$ cat config.mk
export PLATFORM = sky130hd
export DESIGN_NAME = gyro_rate_frame_parser_unit
export DESIGN_NICKNAME = d
export VERILOG_FILES = /design/src/hw/rtl/grfp_pkg.sv /design/src/hw/rtl/grfp_check.sv /design/src/hw/rtl/gyro_rate_frame_parser_unit.sv
export SDC_FILE = /design/constraint.sdc
export NUM_CORES = 1
export LEC_CHECK = 0
export ABC_AREA = 1
export ABC_CLOCK_PERIOD_IN_PS = 9800
export BUFFER_PORTS_ARGS = -buffer_cell sky130_fd_sc_hd__buf_2
export CORE_MARGIN = 4
export CORE_UTILIZATION = 45
export CTS_BUF_LIST = sky130_fd_sc_hd__clkbuf_4
export CTS_CLUSTER_SIZE = 28
export DETAILED_ROUTE_END_ITERATION = 8
export GPL_TIMING_DRIVEN = 0
export PLACE_DENSITY_LB_ADDON = 0.2
export SKIP_CTS_REPAIR_TIMING = 1
export SYNTH_ARGS = -nofsm -noshare
export SYNTH_HDL_FRONTEND = slang
export SYNTH_SLANG_ARGS = --single-unit
$ cat constraint.sdc
create_clock -name clk -period 9.8 [get_ports clk]
set_input_delay 1.96 -clock clk [delete_from_list [all_inputs] [get_ports clk]]
set_output_delay 1.96 -clock clk [all_outputs]
set_load 0.02 [all_outputs]
$ cat src/hw/rtl/grfp_pkg.sv
// Shared constants and types for the gyro rate frame parser.
package grfp_pkg;

  localparam logic [7:0] HEADER_RESET      = 8'hDD;
  localparam int         FRAME_LEN         = 7;
  localparam int         SUM_LEN           = 3;
  localparam logic [2:0] LAST_POS          = 3'(FRAME_LEN - 1);
  localparam int         BLOCK_LEN_DEFAULT = 64;
  localparam int         SLOT_IDX_W        = 6;
  localparam int         RATE_W            = 24;
  localparam int         LOSS_W            = 16;

  typedef struct packed {
    logic                     ok;
    logic signed [RATE_W-1:0] rate;
  } chk_result_t;

endpackage

$ cat src/hw/rtl/grfp_check.sv
// Frame checksum compare and rate assembly.
module grfp_check import grfp_pkg::*; (
  input  logic [7:0]  b0,
  input  logic [7:0]  b1,
  input  logic [7:0]  b2,
  input  logic [7:0]  b5,
  input  logic [7:0]  b6,
  output chk_result_t result
);

  logic [9:0]  sum;
  logic [15:0] chk;

  // three bytes never exceed 10 bits, so the 16-bit wrap never happens
  assign sum         = 10'(b0) + 10'(b1) + 10'(b2);
  assign chk         = {b5, b6};
  assign result.ok   = (16'(sum) == chk);
  assign result.rate = {b1, b2, b0};

endmodule

$ cat src/hw/rtl/gyro_rate_frame_parser_unit.sv
// Top level: byte-stream header hunt, frame collect, checksum and sample slotting.
// Output: a result is registered in the result register once the seventh frame byte has passed the input register.
// Throughput: one byte per cycle; the input register and the result register
// decouple the sides, so a waiting result stalls input only when a new result is due.
// Reset (rst, synchronous): hunting for header, slot and loss counters zero,
// header byte 0xDD, both pipeline registers empty.
module gyro_rate_frame_parser_unit import grfp_pkg::*; #(
  parameter int BLOCK_LEN = BLOCK_LEN_DEFAULT
) (
  input  logic                     clk,
  input  logic                     rst,
  input  logic                     cfg_valid,
  output logic                     cfg_ready,
  input  logic [7:0]               cfg_data,
  input  logic                     in_valid,
  output logic                     in_ready,
  input  logic [7:0]               rx_byte,
  output logic                     out_valid,
  input  logic                     out_ready,
  output logic                     frame_ok,
  output logic signed [RATE_W-1:0] rate_value,
  output logic [SLOT_IDX_W-1:0]    slot_index,
  output logic                     block_done,
  output logic [LOSS_W-1:0]        loss_total
);

  localparam int SlotW = (BLOCK_LEN > 1) ? $clog2(BLOCK_LEN) : 1;
  localparam logic [SlotW-1:0] SlotLast = SlotW'(BLOCK_LEN - 1);

  logic [7:0]        header_byte;
  logic              s1_valid;
  logic [7:0]        s1_byte;
  logic              in_frame;
  logic [2:0]        byte_pos;
  logic [7:0]        frame_bytes [FRAME_LEN-1];
  logic [SlotW-1:0]  sample_slot;
  logic [LOSS_W-1:0] loss_count;
  logic [LOSS_W-1:0] loss_count_next;
  logic              s1_emit;
  logic              s1_go;
  chk_result_t       chk;
  logic [SlotW+SLOT_IDX_W-1:0] slot_ext;

  assign cfg_ready = 1'b1;

  always_ff @(posedge clk) begin
    if (rst) begin
      header_byte <= HEADER_RESET;
    end else if (cfg_valid) begin
      header_byte <= cfg_data;
    end
  end

  // the seventh frame byte is the only one that yields a transaction
  assign s1_emit  = in_frame && (byte_pos == LAST_POS);
  assign s1_go    = s1_valid && (!s1_emit || !out_valid || out_ready);
  assign in_ready = !s1_valid || s1_go;

  always_ff @(posedge clk) begin
    if (rst) begin
      s1_valid <= 1'b0;
    end else if (in_ready) begin
      s1_valid <= in_valid;
    end
  end

  always_ff @(posedge clk) begin
    if (in_ready && in_valid) begin
      s1_byte <= rx_byte;
    end
  end

  grfp_check u_check (
    .b0     (frame_bytes[0]),
    .b1     (frame_bytes[1]),
    .b2     (frame_bytes[2]),
    .b5     (frame_bytes[5]),
    .b6     (s1_byte),
    .result (chk)
  );

  always_comb begin
    loss_count_next = loss_count;
    if (!chk.ok && (loss_count != {LOSS_W{1'b1}})) begin
      loss_count_next = loss_count + LOSS_W'(1);
    end
  end

  always_ff @(posedge clk) begin
    if (rst) begin
      in_frame    <= 1'b0;
      byte_pos    <= 3'd0;
      sample_slot <= '0;
      loss_count  <= '0;
    end else if (s1_go) begin
      if (!in_frame) begin
        if (s1_byte == header_byte) begin
          in_frame <= 1'b1;
          byte_pos <= 3'd0;
        end
      end else if (s1_emit) begin
        in_frame <= 1'b0;
        byte_pos <= 3'd0;
        if (chk.ok) begin
          sample_slot <= (sample_slot == SlotLast) ? '0 : sample_slot + SlotW'(1);
        end
        loss_count <= loss_count_next;
      end else begin
        byte_pos <= byte_pos + 3'd1;
      end
    end
  end

  // byte 6 is used straight from the input register
  always_ff @(posedge clk) begin
    if (s1_go && in_frame && !s1_emit) begin
      frame_bytes[byte_pos] <= s1_byte;
    end
  end

  assign slot_ext = {{SLOT_IDX_W{1'b0}}, sample_slot};

  always_ff @(posedge clk) begin
    if (rst) begin
      out_valid <= 1'b0;
    end else if (s1_go && s1_emit) begin
      out_valid <= 1'b1;
    end else if (out_ready) begin
      out_valid <= 1'b0;
    end
  end

  always_ff @(posedge clk) begin
    if (s1_go && s1_emit) begin
      frame_ok   <= chk.ok;
      rate_value <= chk.ok ? chk.rate : '0;
      slot_index <= chk.ok ? slot_ext[SLOT_IDX_W-1:0] : '0;
      block_done <= chk.ok && (sample_slot == SlotLast);
      loss_total <= loss_count_next;
    end
  end

endmodule

==> Flow_metrics.wiki <==
{| class="wikitable"
! Metric !! Value
|-
| Buffers added on ports || 69
|-
| Final number of max-transition violations || 0
|-
| Die X-Extent || 125.0 um
|-
| Global-route wire length before repair || approximately 22 mm
|-
| M1 WL || just over 6 mm
|-
| Most area-consuming cells after synthesis || sky130_fd_sc_hd__edfxtp_1, sky130_fd_sc_hd__dfxtp_1, sky130_fd_sc_hd__nand2_1, sky130_fd_sc_hd__inv_1, sky130_fd_sc_hd__nor2_1
|-
| Number of antenna violations at the first check in global routing || 0
|-
| Endpoint with the worst hold slack || loss_count[5]
|-
| Switch share || 0.2001
|-
| Critical Path Most Common Cell || sky130_fd_sc_hd__buf_2
|-
| Min Tclk post-route || 4.528 ns
|-
| Starting utilization of the core area || 0.4616
|-
| Grt total ovfl || 0
|-
| Path category of the worst min-delay check || register to register
|-
| Max-slew headroom || 0.3726
|-
| Final worst path period share || 0.4620
|-
| VDD IR max || between 0.08 and 0.09 mV
|-
| Count of routing violations after the opening detailed-route iteration || 231
|-
| Clock latency reported for the late side of the worst-skew pair || between 0.5 and 0.6 ns
|-
| Max Fanout on Critical Path || 3
|-
| Number of global-route vias before repair || ~4500
|-
| Sequential share of power || 0.535
|-
| Maximum capacitance violations || 0
|-
| Worst setup EP type || output pin
|-
| Cells after Synth || approximately 690
|-
| Reg-to-Reg Start || frame_bytes[0][2]
|-
| Ant. Diodes || 0
|-
| Final total negative setup slack || 0 ns
|-
| Hold Crit Depth || 2
|-
| Critical-path cell list || buf_2, nor2_1, nand3_1, buf_2
|-
| Final nets || 824
|-
| Placeable Area || approximately 13000 sq um
|-
| Part of the power in the clock network || 0.439
|-
| Number of nets in the synthesized netlist || 734
|-
| TritonCTS clock tree || built
|-
| Number of buffers added by the clock tree synthesis step || 17
|-
| Net switching power figure || 0.2134 mW
|-
| Finished layout cell area || 7153 sq um
|-
| Drt via density || 4.799
|-
| Worst hold path startpoint || loss_count[5]
|-
| Row cnt || 42
|-
| Arrival time worst endpoint || 2.57 ns
|-
| Pin count of the biggest net entering global routing || 32
|-
| WP data required || 7.84 ns
|-
| CP max-delay cell || sky130_fd_sc_hd__buf_2
|-
| Total length of routed wires || 12.88 mm
|-
| Total I/O pin count || roughly 70
|-
| Cell area reported after detailed placement || 6759 sq um
|-
| Clock slew at reported path FFs || roughly 0.1 ns
|-
| DR top layer || met4
|-
| Most used flip-flop cell after synthesis || sky130_fd_sc_hd__edfxtp_1
|-
| Run status || complete, no violations
|-
| # placed instances || 938
|-
| Worst slew pin tran || 0.9376 ns
|-
| Cell Area, Synth || 6161 sq um
|-
| WL per Instance || between 10 and 15 um
|-
| Largest clock skew in the final design || around 0.013 ns
|-
| Startpoint type of the worst setup path || primary input
|-
| Clk buf depth || 2
|-
| Via count || 4655
|-
| GR Util All Layers || 0.1737
|-
| Number of standard cells in the layout, taps in and fillers out || 970
|-
| Length of the first detailed-routing pass in iterations || 4
|-
| Die area || roughly 16000 sq um
|-
| Mean instance size in the synthesized netlist || between 8 and 9 sq um
|-
| Worst reg-to-reg setup slack || 6.12 ns
|-
| Minimum hold slack || slightly below 0.5 ns
|-
| Number of clock sinks || 124
|-
| Post-detailed-route DRC marker count || 0
|-
| Maximum clock frequency || 220.8 MHz
|-
| Category of the critical setup timing path || primary input to output pin
|-
| Synth Warn # || 0
|-
| Worst R2R Path Depth || 20
|-
| Final Hold Viols || 0
|-
| Post-synth EDFFs || 88
|-
| Met2 Routed Length || 5.646 mm
|-
| Die Y-Extent || 125.0 um
|-
| Routed length on met3 || 821 um
|-
| Maximum level of the CTS H-tree || 4
|-
| Internal || about 0.85 mW
|-
| Power per unit of standard cell area || 149.2 nW/um^2
|-
| Synth async-reset ratio || 0
|-
| Portion of synthesized cell area occupied by the leading cell type || 0.4289
|-
| Sequential fraction of the synthesis area || 0.5459
|-
| Count of unique library cells instantiated by Yosys || 41
|-
| Leading post-synthesis cells by instance count || sky130_fd_sc_hd__nand2_1, sky130_fd_sc_hd__inv_1, sky130_fd_sc_hd__edfxtp_1, sky130_fd_sc_hd__nor2_1, sky130_fd_sc_hd__nand3_1
|-
| Share of cells above drive strength 1 || 0.1675
|-
| Most instantiated library cell after synthesis || sky130_fd_sc_hd__nand2_1
|-
| Root cell of the clock tree || sky130_fd_sc_hd__clkbuf_4
|-
| Post-DP HPWL || 9.697 mm
|-
| Leakage power || 3.166 nW
|-
| Setup-violating endpoint count in the final report || 0
|-
| ANT nets after route || 0
|-
| Slowest cell delay on critical path || 0.19 ns
|-
| Unrepaired setup endpoints after global routing || false
|-
| Terminus of the critical flop-to-flop path || loss_total[5]
|-
| GPL Wtd Cong || 0.9122
|-
| Synth-to-layout area growth || 16.10%
|-
| Synth area leader || sky130_fd_sc_hd__edfxtp_1
|-
| Relative contribution of combinational cells to total power || 0.026
|-
| Flip-flop and latch count after synthesis || 124
|}
-- logic make-up after synthesis --
logic type | after synthesis | share of synthesized area
xor+xnor | 21 | 0.03107
simple gates | 365 | 0.2614
buf+inv | 122 | 0.08001
compound gates | 36 | 0.03392
flops | 124 | 0.5459
other cells | 1 | 0.0006087
fa+ha+maj | 22 | 0.04712
-- routing by layer --
metal  global-route usage  vias up
li1                     -     2414
met1               0.2413     2117
met2               0.2651      109
met3              0.04563       15
met4              0.06059        0
met5                    0        -
-- stage by stage --
step	worst slack [ns]	total power, mW	util
2_1_floorplan	5.504	0.5978	-
4_1_cts	5.261	1.077	0.5351
3_5_place_dp	5.269	0.6102	0.5064
3_3_place_gp	5.135	0.6091	0.5039
5_1_grt	5.203	1.112	0.5359
6_report	5.272	1.067	0.5359
-- worst max-delay path by stage --
stage	from	to	slack [ns]	cells past startpoint
2_1_floorplan	out_ready	in_ready	5.50	2
3_3_place_gp	out_ready	sample_slot[5]	5.13	10
3_5_place_dp	out_ready	in_ready	5.27	4
4_1_cts	out_ready	in_ready	5.26	4
5_1_grt	out_ready	in_ready	5.20	4
6_report	out_ready	in_ready	5.27	4
-- power by group through the flow --
stage | clock (mW) | combinational (mW) | sequential, mW
floorplan | 0 | 0.0186 | 0.579
global placement | 0 | 0.0268 | 0.582
detailed placement | 0 | 0.0273 | 0.583
CTS | 0.478 | 0.0274 | 0.571
global route | 0.508 | 0.0320 | 0.572
finish | 0.469 | 0.0273 | 0.571
-- final cells by class --
class	instances	area, sq um
plain buffers	9	68.82
clock buffers	18	135.1
clock inverters	14	247.7
fillers	1238	6195
inverters	113	424.2
multi-input cells	445	2321
flip-flops and latches	124	3363
well taps	176	220.2
repair buffers	71	372.9
-- placed cells by master, fill, tap and decap left out, types with 2 or more instances in the layout --
cell type                   netlist  layout
sky130_fd_sc_hd__nand2_1        170     170
sky130_fd_sc_hd__inv_1          112     111
sky130_fd_sc_hd__edfxtp_1        88      88
sky130_fd_sc_hd__nor2_1          84      84
sky130_fd_sc_hd__buf_2            1      70
sky130_fd_sc_hd__nand3_1         52      52
sky130_fd_sc_hd__dfxtp_1         36      36
sky130_fd_sc_hd__ha_1            20      20
sky130_fd_sc_hd__clkbuf_4         0      18
sky130_fd_sc_hd__nand4_1         15      15
sky130_fd_sc_hd__o21ai_0         14      14
sky130_fd_sc_hd__xnor2_1         13      13
sky130_fd_sc_hd__a21oi_1         11      11
sky130_fd_sc_hd__and2_1           8       8
sky130_fd_sc_hd__nor3_1          10       8
sky130_fd_sc_hd__xor2_1           7       7
sky130_fd_sc_hd__bufinv_16        0       7
sky130_fd_sc_hd__nor2_2           5       5
sky130_fd_sc_hd__buf_6            4       4
sky130_fd_sc_hd__or2_2            4       4
sky130_fd_sc_hd__nand2_2          3       3
sky130_fd_sc_hd__nor3_2           1       3
sky130_fd_sc_hd__nor4_1           4       3
sky130_fd_sc_hd__o21bai_1         3       3
sky130_fd_sc_hd__clkbuf_1         3       3
sky130_fd_sc_hd__clkinv_1         0       3
sky130_fd_sc_hd__inv_2            1       2
sky130_fd_sc_hd__nor3b_1          2       2
sky130_fd_sc_hd__a21oi_2          2       2
sky130_fd_sc_hd__nand3_2          2       2
sky130_fd_sc_hd__o21ai_1          2       2
sky130_fd_sc_hd__fa_1             2       2
sky130_fd_sc_hd__buf_4            1       2
sky130_fd_sc_hd__clkinv_2         0       2
-- registers in the layout, indices dropped and copies added (netlist names) --
signal,cells
frame_ok,1
s1_byte,8
sample_slot,6
rate_value,24
slot_index,6
loss_total,16
frame_bytes,32
out_valid,1
loss_count,16
block_done,1
in_frame,1
s1_valid,1
header_byte,8
byte_pos,3
-- worst max-delay path, delay by kind of cell --
kind,cells,cell delay [ns]
AND/OR/NAND/NOR,2,0.33
buffers and inverters,2,0.29
(Power assumes the default switching activity.)
